[config.mk]
export PLATFORM = sky130hd
export DESIGN_NAME = caseless_match_finder_navigator_unit
export DESIGN_NICKNAME = d
export VERILOG_FILES = /design/src/rtl/core/cmnf_pkg.sv /design/src/rtl/core/cmnf_front.sv /design/src/rtl/core/cmnf_back.sv /design/src/rtl/core/caseless_match_finder_navigator_unit.sv
export SDC_FILE = /design/constraint.sdc
export NUM_CORES = 2
export LEC_CHECK = 0
export CORE_ASPECT_RATIO = 0.8
export CORE_MARGIN = 5
export CORE_UTILIZATION = 50
export DETAILED_ROUTE_END_ITERATION = 7
export DONT_BUFFER_PORTS = 1
export SYNTH_ARGS = -nofsm -noshare
export SYNTH_HDL_FRONTEND = slang
export SYNTH_SLANG_ARGS = --single-unit
[constraint.sdc]
create_clock -name i_clk -period 7.5 [get_ports i_clk]
set_input_delay 0.75 -clock i_clk [delete_from_list [all_inputs] [get_ports i_clk]]
set_output_delay 0.75 -clock i_clk [all_outputs]
set_load 0.1 [all_outputs]
[src/rtl/core/cmnf_pkg.sv]
// ----------------------------------------------------------------------------
// cmnf_pkg
// Shared types, constants and helpers of the caseless match finder navigator.
// ----------------------------------------------------------------------------
package cmnf_pkg;

    localparam int ROW_WIDTH   = 80;
    localparam int MATCH_DEPTH = 64;
    localparam int QUERY_MAX   = 8;
    localparam int ROW_LIMIT   = 1024;

    localparam int ADDR_W  = $clog2(MATCH_DEPTH) > 0 ? $clog2(MATCH_DEPTH) : 1;
    localparam int CAP_W   = $clog2(MATCH_DEPTH + 1);

    localparam logic [2:0] OP_START  = 3'd0;
    localparam logic [2:0] OP_CELL   = 3'd1;
    localparam logic [2:0] OP_FWD    = 3'd2;
    localparam logic [2:0] OP_BWD    = 3'd3;
    localparam logic [2:0] OP_PROBE  = 3'd4;
    localparam logic [2:0] OP_CANCEL = 3'd5;

    localparam logic CFG_QLEN  = 1'b0;
    localparam logic CFG_QTEXT = 1'b1;

    typedef enum logic [2:0] {
        K_START, K_CELL, K_FWD, K_BWD, K_PROBE, K_CANCEL, K_NOP
    } t_kind;

    typedef struct packed {
        t_kind       kind;
        logic [7:0]  ch;
        logic [9:0]  row;
        logic [6:0]  col;
    } t_cmd;

    typedef struct packed {
        logic               hit;
        logic signed [10:0] row;
        logic signed [7:0]  col;
        logic signed [6:0]  idx;
        logic [15:0]        count;
    } t_res;

    function automatic logic [7:0] fold_case(input logic [7:0] c);
        if (c >= 8'h41 && c <= 8'h5A) begin
            return c + 8'd32;
        end
        return c;
    endfunction

endpackage

[src/rtl/core/cmnf_front.sv]
// ----------------------------------------------------------------------------
// cmnf_front
// Accepts input transactions, decodes the opcode and queues up to two commands.
// ----------------------------------------------------------------------------
module cmnf_front (
    input  logic              i_clk,
    input  logic              i_rst_n,
    input  logic              s_axis_tvalid,
    output logic              s_axis_tready,
    input  logic [31:0]       s_axis_tdata,
    input  logic [2:0]        s_axis_tuser,
    output logic              o_cmd_valid,
    output cmnf_pkg::t_cmd    o_cmd,
    input  logic              i_cmd_pop
);
    import cmnf_pkg::*;

    t_cmd        r_q [2];
    logic        r_wp, r_rp;
    logic [1:0]  r_cnt;
    t_cmd        w_cmd;
    logic        w_push;

    always_comb begin
        case (s_axis_tuser)
            OP_START:  w_cmd.kind = K_START;
            OP_CELL:   w_cmd.kind = K_CELL;
            OP_FWD:    w_cmd.kind = K_FWD;
            OP_BWD:    w_cmd.kind = K_BWD;
            OP_PROBE:  w_cmd.kind = K_PROBE;
            OP_CANCEL: w_cmd.kind = K_CANCEL;
            default:   w_cmd.kind = K_NOP;
        endcase
        w_cmd.ch  = s_axis_tdata[7:0];
        w_cmd.row = s_axis_tdata[17:8];
        w_cmd.col = s_axis_tdata[24:18];
    end

    assign s_axis_tready = (r_cnt != 2'd2);
    assign w_push        = s_axis_tvalid && s_axis_tready;
    assign o_cmd_valid   = (r_cnt != 2'd0);
    assign o_cmd         = r_q[r_rp];

    always_ff @(posedge i_clk) begin
        if (w_push) begin
            r_q[r_wp] <= w_cmd;
        end
        if (!i_rst_n) begin
            r_wp  <= 1'b0;
            r_rp  <= 1'b0;
            r_cnt <= 2'd0;
        end else begin
            if (w_push) begin
                r_wp <= ~r_wp;
            end
            if (i_cmd_pop) begin
                r_rp <= ~r_rp;
            end
            r_cnt <= r_cnt + 2'(w_push) - 2'(i_cmd_pop);
        end
    end

`ifndef ASSERT_OFF
    a_no_pop_empty: assert property (@(posedge i_clk) disable iff (!i_rst_n)
        i_cmd_pop |-> o_cmd_valid) else $error("pop from empty queue");
    a_cnt_range: assert property (@(posedge i_clk) disable iff (!i_rst_n)
        r_cnt != 2'd3) else $error("queue count out of range");
    a_full_hold: assert property (@(posedge i_clk) disable iff (!i_rst_n)
        (r_cnt == 2'd2 && !i_cmd_pop) |=> r_cnt == 2'd2) else $error("full queue lost entry");
`endif

endmodule

[src/rtl/core/cmnf_back.sv]
// ----------------------------------------------------------------------------
// cmnf_back
// Executes commands: window compare, match store, find and probe sequencer.
// ----------------------------------------------------------------------------
module cmnf_back (
    input  logic              i_clk,
    input  logic              i_rst_n,
    input  logic              i_cmd_valid,
    input  cmnf_pkg::t_cmd    i_cmd,
    output logic              o_cmd_pop,
    input  logic [3:0]        i_qlen,
    input  logic [63:0]       i_qtext,
    output logic              o_res_valid,
    output cmnf_pkg::t_res    o_res,
    input  logic              i_res_ready
);
    import cmnf_pkg::*;

    typedef enum logic [1:0] {S_IDLE, S_RD, S_CHK, S_OUT} t_state;

    t_state             r_state, n_state;
    logic [ADDR_W-1:0]  r_ptr, n_ptr;
    logic               r_fix, n_fix;
    logic               r_hit, n_hit;
    logic [7:0]         r_win [8];
    logic [7:0]         n_win [8];
    logic [6:0]         r_fill, n_fill;
    logic [15:0]        r_total, n_total;
    logic signed [10:0] r_cur_row, n_cur_row;
    logic signed [7:0]  r_cur_col, n_cur_col;
    logic signed [6:0]  r_cur_idx, n_cur_idx;
    logic               r_active, n_active;

    logic [16:0]        r_mem [MATCH_DEPTH];
    logic [16:0]        r_rdata;
    logic               w_we;
    logic [ADDR_W-1:0]  w_waddr;
    logic [16:0]        w_wdata;

    logic [3:0]         w_q;
    logic [CAP_W-1:0]   w_cap;
    logic [ADDR_W-1:0]  w_last;
    logic [7:0]         w_shift [8];
    logic [6:0]         w_fill;
    logic               w_same, w_cell_ok, w_cell_hit;
    logic [2:0]         w_wi;
    logic [9:0]         w_erow;
    logic [6:0]         w_ecol;
    logic               w_fwd, w_cond, w_end, w_in;

    assign w_q    = (i_qlen > 4'(QUERY_MAX)) ? 4'(QUERY_MAX) : i_qlen;
    assign w_cap  = (r_total >= 16'(MATCH_DEPTH)) ? CAP_W'(MATCH_DEPTH) : CAP_W'(r_total);
    assign w_last = ADDR_W'(w_cap - CAP_W'(1));
    assign w_erow = r_rdata[16:7];
    assign w_ecol = r_rdata[6:0];
    assign w_fwd  = (i_cmd.kind == K_FWD);

    // Window compare for a page cell: newest character sits in slot zero.
    always_comb begin
        w_shift[0] = i_cmd.ch;
        for (int i = 1; i < 8; i++) begin
            w_shift[i] = r_win[i-1];
        end
        w_fill = (i_cmd.col == 7'd0) ? 7'd1 :
                 ((r_fill == 7'd127) ? 7'd127 : r_fill + 7'd1);
        w_same = 1'b1;
        w_wi   = 3'd0;
        for (int i = 0; i < 8; i++) begin
            if (4'(i) < w_q) begin
                w_wi = 3'(w_q - 4'd1 - 4'(i));
                if (fold_case(w_shift[w_wi]) != fold_case(i_qtext[8*i +: 8])) begin
                    w_same = 1'b0;
                end
            end
        end
        w_cell_ok  = r_active && ({1'b0, i_cmd.row} < 11'(ROW_LIMIT))
                     && (i_cmd.col < 7'(ROW_WIDTH));
        w_cell_hit = w_cell_ok && (w_q != 4'd0) && (w_fill >= {3'b0, w_q})
                     && (({1'b0, i_cmd.col} + 8'd1) >= {4'b0, w_q}) && w_same;
    end

    always_comb begin
        w_in = (i_cmd.row == w_erow) && (i_cmd.col >= w_ecol)
               && ({1'b0, i_cmd.col} < ({1'b0, w_ecol} + {4'b0, w_q}));
        if (w_fwd) begin
            w_cond = r_cur_idx[6] || (w_erow > r_cur_row[9:0])
                     || (w_erow == r_cur_row[9:0] && w_ecol > r_cur_col[6:0]);
            w_end  = (r_ptr == w_last);
        end else begin
            w_cond = r_cur_idx[6] || (w_erow < r_cur_row[9:0])
                     || (w_erow == r_cur_row[9:0] && w_ecol < r_cur_col[6:0]);
            w_end  = (r_ptr == '0);
        end
    end

    always_comb begin
        n_state   = r_state;
        n_ptr     = r_ptr;
        n_fix     = r_fix;
        n_hit     = r_hit;
        n_win     = r_win;
        n_fill    = r_fill;
        n_total   = r_total;
        n_cur_row = r_cur_row;
        n_cur_col = r_cur_col;
        n_cur_idx = r_cur_idx;
        n_active  = r_active;
        o_cmd_pop   = 1'b0;
        o_res_valid = 1'b0;
        w_we    = 1'b0;
        w_waddr = ADDR_W'(r_total);
        w_wdata = {i_cmd.row, 7'(i_cmd.col + 7'd1 - {3'b0, w_q})};
        case (r_state)
            S_IDLE: begin
                if (i_cmd_valid) begin
                    case (i_cmd.kind)
                        K_FWD, K_BWD: begin
                            n_fix = 1'b0;
                            if (w_q == 4'd0) begin
                                n_state = S_OUT;
                            end else if (w_cap == '0) begin
                                n_cur_row = '1;
                                n_cur_col = '1;
                                n_cur_idx = '1;
                                n_state   = S_OUT;
                            end else begin
                                n_ptr   = w_fwd ? '0 : w_last;
                                n_state = S_RD;
                            end
                        end
                        K_PROBE: begin
                            n_hit = 1'b0;
                            if (!r_active || w_q == 4'd0 || w_cap == '0) begin
                                n_state = S_OUT;
                            end else begin
                                n_ptr   = '0;
                                n_state = S_RD;
                            end
                        end
                        default: begin
                            if (i_res_ready) begin
                                o_cmd_pop   = 1'b1;
                                o_res_valid = 1'b1;
                                if (i_cmd.kind == K_START || i_cmd.kind == K_CANCEL) begin
                                    n_active  = (i_cmd.kind == K_START);
                                    n_fill    = '0;
                                    n_total   = '0;
                                    n_cur_row = '1;
                                    n_cur_col = '1;
                                    n_cur_idx = '1;
                                    if (i_cmd.kind == K_START) begin
                                        for (int i = 0; i < 8; i++) begin
                                            n_win[i] = '0;
                                        end
                                    end
                                end else if (i_cmd.kind == K_CELL && w_cell_ok) begin
                                    n_win  = w_shift;
                                    n_fill = w_fill;
                                    if (w_cell_hit) begin
                                        w_we = (r_total < 16'(MATCH_DEPTH));
                                        if (r_total != 16'hFFFF) begin
                                            n_total = r_total + 16'd1;
                                        end
                                    end
                                end
                            end
                        end
                    endcase
                end
            end
            S_RD: begin
                n_state = S_CHK;
            end
            S_CHK: begin
                if (i_cmd.kind == K_PROBE) begin
                    if (w_in) begin
                        n_hit   = 1'b1;
                        n_state = S_OUT;
                    end else if (r_ptr == w_last) begin
                        n_state = S_OUT;
                    end else begin
                        n_ptr   = r_ptr + ADDR_W'(1);
                        n_state = S_RD;
                    end
                end else if (r_fix || w_cond) begin
                    n_cur_row = {1'b0, w_erow};
                    n_cur_col = {1'b0, w_ecol};
                    n_cur_idx = 7'(r_ptr);
                    n_state   = S_OUT;
                end else if (w_end) begin
                    n_ptr   = w_fwd ? '0 : w_last;
                    n_fix   = 1'b1;
                    n_state = S_RD;
                end else begin
                    n_ptr   = w_fwd ? r_ptr + ADDR_W'(1) : r_ptr - ADDR_W'(1);
                    n_state = S_RD;
                end
            end
            S_OUT: begin
                o_res_valid = 1'b1;
                if (i_res_ready) begin
                    o_cmd_pop = 1'b1;
                    n_state   = S_IDLE;
                end
            end
            default: begin
                n_state = S_IDLE;
            end
        endcase
        o_res.hit   = (i_cmd.kind == K_PROBE) ? n_hit : !n_cur_idx[6];
        o_res.row   = n_cur_row;
        o_res.col   = n_cur_col;
        o_res.idx   = n_cur_idx;
        o_res.count = n_total;
    end

    always_ff @(posedge i_clk) begin
        if (w_we) begin
            r_mem[w_waddr] <= w_wdata;
        end
        r_rdata <= r_mem[r_ptr];
    end

    always_ff @(posedge i_clk) begin
        r_ptr <= n_ptr;
        r_fix <= n_fix;
        r_hit <= n_hit;
        if (!i_rst_n) begin
            r_state   <= S_IDLE;
            r_fill    <= '0;
            r_total   <= '0;
            r_cur_row <= '1;
            r_cur_col <= '1;
            r_cur_idx <= '1;
            r_active  <= 1'b0;
            for (int i = 0; i < 8; i++) begin
                r_win[i] <= '0;
            end
        end else begin
            r_state   <= n_state;
            r_win     <= n_win;
            r_fill    <= n_fill;
            r_total   <= n_total;
            r_cur_row <= n_cur_row;
            r_cur_col <= n_cur_col;
            r_cur_idx <= n_cur_idx;
            r_active  <= n_active;
        end
    end

`ifndef ASSERT_OFF
    a_ptr_in_store: assert property (@(posedge i_clk) disable iff (!i_rst_n)
        (r_state == S_CHK) |-> (CAP_W'(r_ptr) < w_cap))
        else $error("store read beyond filled entries");
    a_cur_consistent: assert property (@(posedge i_clk) disable iff (!i_rst_n)
        (r_cur_idx[6] == r_cur_row[10]) && (r_cur_idx[6] == r_cur_col[7]))
        else $error("current match fields disagree");
    a_pop_with_result: assert property (@(posedge i_clk) disable iff (!i_rst_n)
        o_cmd_pop |-> (o_res_valid && i_res_ready && i_cmd_valid))
        else $error("command retired without a result");
    a_no_write_while_seq: assert property (@(posedge i_clk) disable iff (!i_rst_n)
        w_we |-> (r_state == S_IDLE)) else $error("store write during lookup");
`endif

endmodule

[src/rtl/core/caseless_match_finder_navigator_unit.sv]
// ----------------------------------------------------------------------------
// caseless_match_finder_navigator_unit
// Case-insensitive substring search over a streamed page, with match
// navigation and cell highlighting probes.
// ----------------------------------------------------------------------------
//  Channel   Direction  Contents (low bit first)
//  s_axis    in         tdata: cell_char, cell_row, cell_col; tuser: opcode
//  m_axis    out        tdata: hit, current row, current column, match_index,
//                       match_count
//  i_cfg_*   in         register write: index 0 query_length, 1 query_text
//
// Start, cancel, page cell and unused opcodes retire in the executor's idle
// state. Find and probe walk the match store with a single registered read
// port, each entry passing through a read and a check state: a probe visits
// at most min(matches,64) entries, a find at most min(matches,64)+1 when it
// wraps around. Reset is synchronous and active low; the match store needs no
// clearing pass because only entries written since the last start are ever read.
// A two-entry command queue lets the input keep accepting while the executor
// works, and an output register holds the last result while the sink stalls.
// ----------------------------------------------------------------------------
module caseless_match_finder_navigator_unit (
    input  logic         i_clk,
    input  logic         i_rst_n,
    input  logic         s_axis_tvalid,
    output logic         s_axis_tready,
    input  logic [31:0]  s_axis_tdata,   // cell_char, cell_row, cell_col, zero fill
    input  logic [2:0]   s_axis_tuser,   // opcode
    output logic         m_axis_tvalid,
    input  logic         m_axis_tready,
    output logic [47:0]  m_axis_tdata,   // hit, row, col, index, count, zero fill
    input  logic         i_cfg_we,
    input  logic         i_cfg_idx,
    input  logic [63:0]  i_cfg_data
);
    import cmnf_pkg::*;

    logic [3:0]   r_qlen;
    logic [63:0]  r_qtext;
    logic         w_cmd_valid, w_cmd_pop;
    t_cmd         w_cmd;
    logic         w_res_valid, w_res_ready;
    t_res         w_res;
    logic         r_out_valid;
    t_res         r_out;

    // Query registers; the user must write them only while the block is idle; the block itself does not enforce it.
    always_ff @(posedge i_clk) begin
        if (!i_rst_n) begin
            r_qlen  <= '0;
            r_qtext <= '0;
        end else if (i_cfg_we) begin
            case (i_cfg_idx)
                CFG_QLEN:  r_qlen  <= i_cfg_data[3:0];
                CFG_QTEXT: r_qtext <= i_cfg_data;
                default:   r_qlen  <= r_qlen;
            endcase
        end
    end

    cmnf_front u_front (
        .i_clk         (i_clk),
        .i_rst_n       (i_rst_n),
        .s_axis_tvalid (s_axis_tvalid),
        .s_axis_tready (s_axis_tready),
        .s_axis_tdata  (s_axis_tdata),
        .s_axis_tuser  (s_axis_tuser),
        .o_cmd_valid   (w_cmd_valid),
        .o_cmd         (w_cmd),
        .i_cmd_pop     (w_cmd_pop)
    );

    cmnf_back u_back (
        .i_clk       (i_clk),
        .i_rst_n     (i_rst_n),
        .i_cmd_valid (w_cmd_valid),
        .i_cmd       (w_cmd),
        .o_cmd_pop   (w_cmd_pop),
        .i_qlen      (r_qlen),
        .i_qtext     (r_qtext),
        .o_res_valid (w_res_valid),
        .o_res       (w_res),
        .i_res_ready (w_res_ready)
    );

    // The output register takes a new result whenever it is empty or its
    // current transaction completes in the same cycle.
    assign w_res_ready = !r_out_valid || m_axis_tready;

    always_ff @(posedge i_clk) begin
        if (w_res_valid && w_res_ready) begin
            r_out <= w_res;
        end
        if (!i_rst_n) begin
            r_out_valid <= 1'b0;
        end else if (w_res_ready) begin
            r_out_valid <= w_res_valid;
        end
    end

    assign m_axis_tvalid = r_out_valid;
    assign m_axis_tdata  = {5'b0, r_out.count, r_out.idx, r_out.col, r_out.row, r_out.hit};

`ifndef ASSERT_OFF
    a_out_hold: assert property (@(posedge i_clk) disable iff (!i_rst_n)
        (m_axis_tvalid && !m_axis_tready) |=> $stable(m_axis_tdata))
        else $error("stalled result changed");
    a_res_only_when_room: assert property (@(posedge i_clk) disable iff (!i_rst_n)
        w_cmd_pop |-> w_res_ready) else $error("result produced without room");
    a_out_hit_consistent: assert property (@(posedge i_clk) disable iff (!i_rst_n)
        m_axis_tvalid |-> (r_out.idx[6] == r_out.row[10]))
        else $error("result row and index disagree");
`endif

endmodule
# [Yosys cells after proc, flatten, opt, wreduce, memory -nomap -nowiden]
# Memory sizes are Yosys's and may differ from the RTL's. A register that Yosys moved wholly into a read port is not among the register bits.
# Cells that the tools add are included.
[totals] n_memories=2 latch_bits=0 in_bits=105 register_bits=232 wordCells=460 rom_bits=0 ramBits=1144 output_inout_bits=50
[op_classes] mux=221 div=0 magnitude_cmp=60 n_shift=0 eq_ne=41 addsub=35 multipliers=0 bitwise_logic=12 reduce_logical=61
[memory_table] name="u_back.r_mem" depth=64 width=17 read_ports=1 rd_clocked_by_memory_dff=1 write_ports=1 line_no="cmnf_back.sv:34" text="logic [16:0] r_mem [MATCH_DEPTH];"
[memory_table] name="u_front.r_q" depth=2 width=28 read_ports=1 rd_clocked_by_memory_dff=1 write_ports=1 line_no="cmnf_front.sv:18" text="t_cmd r_q [2];"
[ops] cell="8-bit 2-to-1 mux" n=71
[ops] cell="8-bit binary-select mux with 3-bit select" n=8
[ops] cell="64-bit 2-to-1 mux" n=3
[ops] cell="8-bit by 6-bit adder with 8-bit output, second input constant" n=16
[ops] cell="8-bit by 7-bit >= comparator with 1-bit output, second input constant" n=16
[ops] cell="8-bit by 7-bit <= comparator with 1-bit output, second input constant" n=16
[ops] cell="16-bit 2-to-1 mux" n=8
[ops] cell="7-bit 2-to-1 mux" n=12
[ops] cell="11-bit 2-to-1 mux" n=7
[ops] cell="1-bit 2-to-1 mux" n=76
[ops] cell="6-bit 2-to-1 mux" n=11
[ops] cell="8-bit inequality test" n=8
[ops] cell="11-bit case mux with 2 select lines" n=2
[ops] cell="4-bit >= comparator, second input constant" n=8
[ops] cell="3-bit inverter with 4-bit output" n=8
[ops] cell="8-bit case mux with 2 select lines" n=2
[ops] cell="1-bit logical AND" n=28
[ops] cell="7-bit case mux with 2 select lines" n=2
[ops] cell="6-bit case mux with 2 select lines" n=2
[ops] cell="10-bit equality test" n=2
[ops] cell="2-bit 2-to-1 mux" n=9
[ops] cell="3-bit case mux with 6 select lines" n=1
[ops] cell="16-bit by 1-bit adder with 16-bit output, second input constant" n=1
[ops] cell="16-bit by 7-bit >= comparator with 1-bit output, second input constant" n=1
[ops] cell="58 further kinds" n=112

# [Depth between registers and ports, before layout]
[depth] ltp_word=40 mapped_depth=28 mapped_depth_nobuf=18

# [Modules after synthesis]
# A second synthesis with hierarchy kept.
[hier_totals] hier_cells=3638 area_unflattened_um2=61182.4
[by_module_without_submodules] module="cmnf_back" cells_each=3159 n_inst=1 area_per_inst_um2=54556.1
[by_module_without_submodules] module="caseless_match_finder_navigator_unit" cells_each=361 n_inst=1 area_per_inst_um2=4320.4
[by_module_without_submodules] module="cmnf_front" cells_each=118 n_inst=1 area_per_inst_um2=2306.0

# [Worst setup path before layout]
# Ideal clock, no wire load.
[synth_timing] kind="register to register" start="register r_qlen[3]" end="memory u_back.r_mem[21][0], enable pin" t_arrival_ns=6.520 n_path_buf=11 path_slack_ns=0.568 synth_period_minus_slack_ns=6.932 stages_incl_launch_ff=27 path_cell_list="dfxtp_1 > nand2b_1 > buf_4 > inv_4 > buf_4 > buf_4 > buf_2 > buf_2 > buf_2 > ha_1 > clkbuf_1 > clkbuf_1 > clkbuf_1 > clkbuf_1 > a21oi_1 > a32oi_1 > inv_1 > ha_1 > and3_1 > a2bb2oi_1 > nor4_1 > a22oi_1 > nand4b_1 > nor4_2 > o2111ai_1 > clkbuf_1 > nor3_1"
[synth_between] elab_chain_cells=40 elab_cells_between_ends=162
[synth_lines] item="from (decl)" line_no="caseless_match_finder_navigator_unit.sv:37" text="logic [3:0] r_qlen;"
[synth_lines] item="from (signal assigned)" line_no="caseless_match_finder_navigator_unit.sv:53" text="CFG_QLEN: r_qlen <= i_cfg_data[3:0];"
[synth_lines] item="from (signal assigned)" line_no="caseless_match_finder_navigator_unit.sv:55" text="default: r_qlen <= r_qlen;"
[synth_lines] item="4-bit greater-than comparator" line_no="cmnf_back.sv:51" text="assign w_q = (i_qlen > 4'(QUERY_MAX)) ? 4'(QUERY_MAX) : i_qlen;"
[synth_lines] item="4-bit 2-to-1 mux (*)" line_no="cmnf_back.sv:51"
[synth_lines] item="parallel branches: the longest is 28 deep, another holds 8-bit by 7-bit >= comparator with 1-bit output"
[synth_lines] item="1-bit logical AND (*)" line_no="cmnf_back.sv:79" text="&& (({1'b0, i_cmd.col} + 8'd1) >= {4'b0, w_q}) && w_same;"
[synth_lines] item="1-bit 2-to-1 mux (*)" line_no="cmnf_back.sv:159" text="if (w_cell_hit) begin"
[synth_lines] item="1-bit 2-to-1 mux (*)" line_no="cmnf_back.sv:156" text="end else if (i_cmd.kind == K_CELL && w_cell_ok) begin"
[synth_lines] item="1-bit 2-to-1 mux (*)" line_no="cmnf_back.sv:144" text="if (i_cmd.kind == K_START || i_cmd.kind == K_CANCEL) begin"
[synth_lines] item="1-bit 2-to-1 mux (*)" line_no="cmnf_back.sv:141" text="if (i_res_ready) begin"
[synth_lines] item="1-bit 2-to-1 mux (*)" line_no="cmnf_back.sv:116" text="case (i_cmd.kind)"
[synth_lines] item="1-bit 2-to-1 mux (*)" line_no="cmnf_back.sv:115" text="if (i_cmd_valid) begin"
[synth_lines] item="1-bit 2-to-1 mux (*)" line_no="cmnf_back.sv:113" text="case (r_state)"
[synth_lines] item="1-bit 2-to-1 mux (*)" line_no="cmnf_back.sv:218" text="if (w_we) begin"
[synth_lines] item="1-bit 2-to-1 mux (not written as such) (*)" line_no="cmnf_back.sv:219" text="r_mem[w_waddr] <= w_wdata;"
[synth_lines] item="to (decl)" line_no="cmnf_back.sv:34"
# Every way passes the cells marked *. The select of a mux whose other input is x is not followed.

# [Worst setup path in the final report]
[layout_timing] start="register r_qlen[3]" end="memory u_back.r_mem[49][9], enable pin"
# The elaborated chain is that of the path after synthesis.

==> flow_summary.json <==
{
  "synth_flop_cell": "edfxtp_1",
  "cp_common_cell": "buf_4",
  "io_pins": 155,
  "vias": 36870,
  "cts_tree": "yes",
  "critPathSlowestCell": "nor3_2",
  "routed_wl_um": 171300,
  "worst_pin_slew_ns": 1.188,
  "synth_top_area_share": 0.5864,
  "die_width_um": 401.0,
  "criticalPathCategory": "flip-flop to flip-flop",
  "slowest_delay_ns": 0.74,
  "drc": 0,
  "cp-end-kind": "flip-flop",
  "syn_area_per_cell_um2": 14.93,
  "finalCritPeriodShare": 0.9028,
  "cp-start-kind": "flip-flop",
  "cp_top_family": "simple AND/OR/NAND/NOR gates",
  "drtPass1Iterations": 6,
  "slew_headroom": 0.2021,
  "clock-sinks": 1394,
  "ys_ff_latch": 1394,
  "grt_usage": 0.2617,
  "cts_hold_buf": 1,
  "p_per_area_nw_per_um2": 337.6,
  "clock_skew_ns": 0.03242,
  "post_cts_resized": 0,
  "wl_per_cell_um": 29.15,
  "via_per_inst": 6.272,
  "crit_path_cell_trace": "inv_1, nand2_1, inv_1, mux2_2, xnor2_2, buf_4, mux4_2, nand3_1, a2bb2oi_1, a21oi_1, nor4_1, a31oi_1, nor4b_2, buf_4, o2111ai_4, nor3_2, buf_4",
  "synthesis.instances": 4094,
  "fmaxAchievable_ghz": 0.1477,
  "final_net_count": 4338,
  "reg2reg_from": "r_qlen[3]",
  "die_area_um2": 129400,
  "power_mw": 23.07,
  "fin_area_um2": 68320,
  "finalHoldViolCount": 0,
  "crit_buf_inv": 5,
  "p_leak_nw": 22.96,
  "whs_endpoint": "u_front.r_q[1][13]",
  "crit_fanout": 13,
  "clkSlewWorstSetupHoldPaths_ns": 0.06,
  "synthTopCellsByArea": "edfxtp_1 (59%), mux4_2 (8.7%), dfxtp_1 (6.5%), mux2i_1 (5.6%), ha_1 (1.7%)",
  "crit_required_ns": 7.96,
  "fin_util": 0.5642,
  "die_h_um": 322.8,
  "cts_made_buffers": 140,
  "detailed_place.area_um2": 63830,
  "async_reset_ff_frac": 0,
  "setup_viol": 0,
  "htree_levels": 4,
  "synth_area_leader_cell": "edfxtp_1",
  "rrSetupSlack_ns": 0.73,
  "holdWs_ns": 0.07664,
  "clk_latency_ns": 0.77,
  "yosys_warnings": 0,
  "hold_path_depth": 0,
  "area_growth_pct": 11.74,
  "grt_overflow": 0,
  "grt_pass1_vias": 35240,
  "critPathArrivalTime_ns": 7.23,
  "min_period_ns": 6.771,
  "cap_viol_max_count": 0,
  "drive_gt1_frac": 0.1745,
  "min_from": "s_axis_tdata[14]",
  "synth_area_um2": 61140,
  "cts_setup_buffers": 0,
  "grt_setup_unrepaired": "no",
  "r2r_cells": 17,
  "placeableCoreArea_um2": 121100,
  "drtIter0Drc": 4132,
  "reg2reg_to": "u_back.r_mem[49][9]",
  "status": "finished clean",
  "dp_hpwl_um": 108800,
  "antenna_found_initial": 2,
  "slew_viol_final": 0,
  "gp_congestion": 0.9059,
  "setup_tns_ns": 0,
  "cts_root_buffer": "clkbuf_16",
  "ant_nets": 0,
  "initial_utilization": 0.5049,
  "grt_pass1_wl_um": 248400,
  "hp-class": "input port to flip-flop",
  "ys_seq_area_frac": 0.6519,
  "ir_drop_mv": 0.5123,
  "clock_path_buffers": 3,
  "grt_max_degree": 107,
  "port_buffers": 0,
  "rows": 114,
  "synth_cell_types": 81,
  "synth_edf_count": 1194,
  "fill_cells": 9529
}
==> final cells by class <==
cell class | instances | area (µm²) | share of cell area
Clock buffer | 179 | 3849 | 0.05633
Antenna cell | 1 | 2.502 | 0.00003663
Sequential cell | 1394 | 39860 | 0.5834
Inverter | 99 | 379.1 | 0.005549
Timing Repair Buffer | 161 | 1299 | 0.01901
Tap cell | 1624 | 2032 | 0.02974
Clock inverter | 69 | 626.9 | 0.009175
Multi-Input combinational cell | 2351 | 20270 | 0.2967
==> synth_stat cells, types with 24 or more instances <==
master,instances
a21oi_1,191
a221o_1,25
a22oi_1,74
a31oi_1,27
buf_1,57
clkbuf_1,169
dfxtp_1,200
edfxtp_1,1194
ha_1,84
inv_1,94
mux2_2,30
mux2i_1,345
mux4_2,235
nand2_1,278
nand3_1,55
nor2_1,227
nor3_1,112
o21ai_0,52
o221ai_1,105
o22ai_1,54
or2_2,32
or3_1,24
xnor2_1,69
xor2_1,38
==> routing by layer <==
| layer | vias to the layer above | wire, µm | global-route usage |
|---|---|---|---|
| li1 | 16210 | - | - |
| met1 | 18850 | 73940 | 0.3802 |
| met2 | 1569 | 77440 | 0.4016 |
| met3 | 245 | 14620 | 0.05257 |
| met4 | 0 | 5336 | 0.08493 |
| met5 | - | 0 | 0 |
==> worst max path at each step <==
stage | start | endpoint | slack [ns] | depth (start not counted)
floorplan | r_qlen[3] | u_back.r_mem[21][0] | 0.57 | 26
global placement | r_qlen[3] | u_back.r_mem[49][5] | 0.96 | 17
detailed placement | r_qlen[3] | u_back.r_mem[30][1] | 0.77 | 18
CTS | r_qlen[3] | u_back.r_mem[30][14] | 0.74 | 18
global route | r_qlen[3] | u_back.r_mem[30][14] | 0.39 | 18
finish | r_qlen[3] | u_back.r_mem[49][9] | 0.73 | 17
==> report_power, final <==
part | leakage, nW | switching (mW) | total, mW | internal [mW]
logic | 8.41 | 3.99 | 5.45 | 1.45
clock network | 2.19 | 2.98 | 6.87 | 3.89
registers | 12.4 | 0.663 | 10.8 | 10.1
==> worst reg2reg max path: cells and delay by family, from the launching register on <==
family,cells,cell delay (ns)
AOI/OAI and AO/OA,4,1.26
and+or+nand+nor,5,1.89
xor gates and xnor gates,1,0.63
muxes,2,0.75
buffers and inverters,5,1.36
DFF,1,0.57
==> kinds of logic after synthesis <==
kind of cell | share of synthesized area
and+or+nand+nor | 0.06583
buffers and inverters | 0.02319
AOI/OAI and AO/OA | 0.07631
DFF | 0.6519
adders and majority gates | 0.01784
xor gates and xnor gates | 0.01596
muxes | 0.1489
other | 0.00006133
==> per-stage QoR <==
stage          setup WS, ns  std cells
5_1_grt              0.3894       5877
3_3_place_gp         0.9640       5628
4_1_cts              0.7351       5877
6_report             0.7294       5878
2_1_floorplan        0.5679       4098
3_5_place_dp         0.7734       5628
==> sequential cells by signal, summed over array words and instances, names as in the netlist, 2 cells and up, named ones only <==
register          count
u_back.r_cur_row     11
u_back.r_cur_col      8
u_back.r_state        2
r_qtext              64
u_back.r_ptr          6
u_front.r_q          56
u_back.r_rdata       17
u_front.r_cnt         2
u_back.r_fill         7
m_axis_tdata         43
r_qlen                4
u_back.r_total       16
u_back.r_cur_idx      7
u_back.r_win         56
u_back.r_mem       1088
==> layout by cell type (no fill, tap or decap), types with 17 or more instances in the layout <==
cell	count
nor2b_1	23
o221ai_1	105
a22oi_1	74
nand3_1	55
or2_2	31
a221o_1	25
mux2_2	30
or3_1	24
o21ai_0	52
nand4_1	17
o31ai_1	17
nand2b_1	19
a21o_1	18
dfxtp_1	199
buf_4	153
o22ai_1	54
xnor2_1	65
clkbuf_16	146
mux4_2	235
a21oi_1	191
ha_1	83
nor2_1	221
nand2_1	275
a31oi_1	27
inv_1	92
edfxtp_1	1194
clkinv_1	26
clkbuf_1	25
nor3_2	50
nor3_1	62
mux2i_1	345
xor2_1	37
clkinv_2	25
Note: power is estimated with default switching activity, not from simulation.
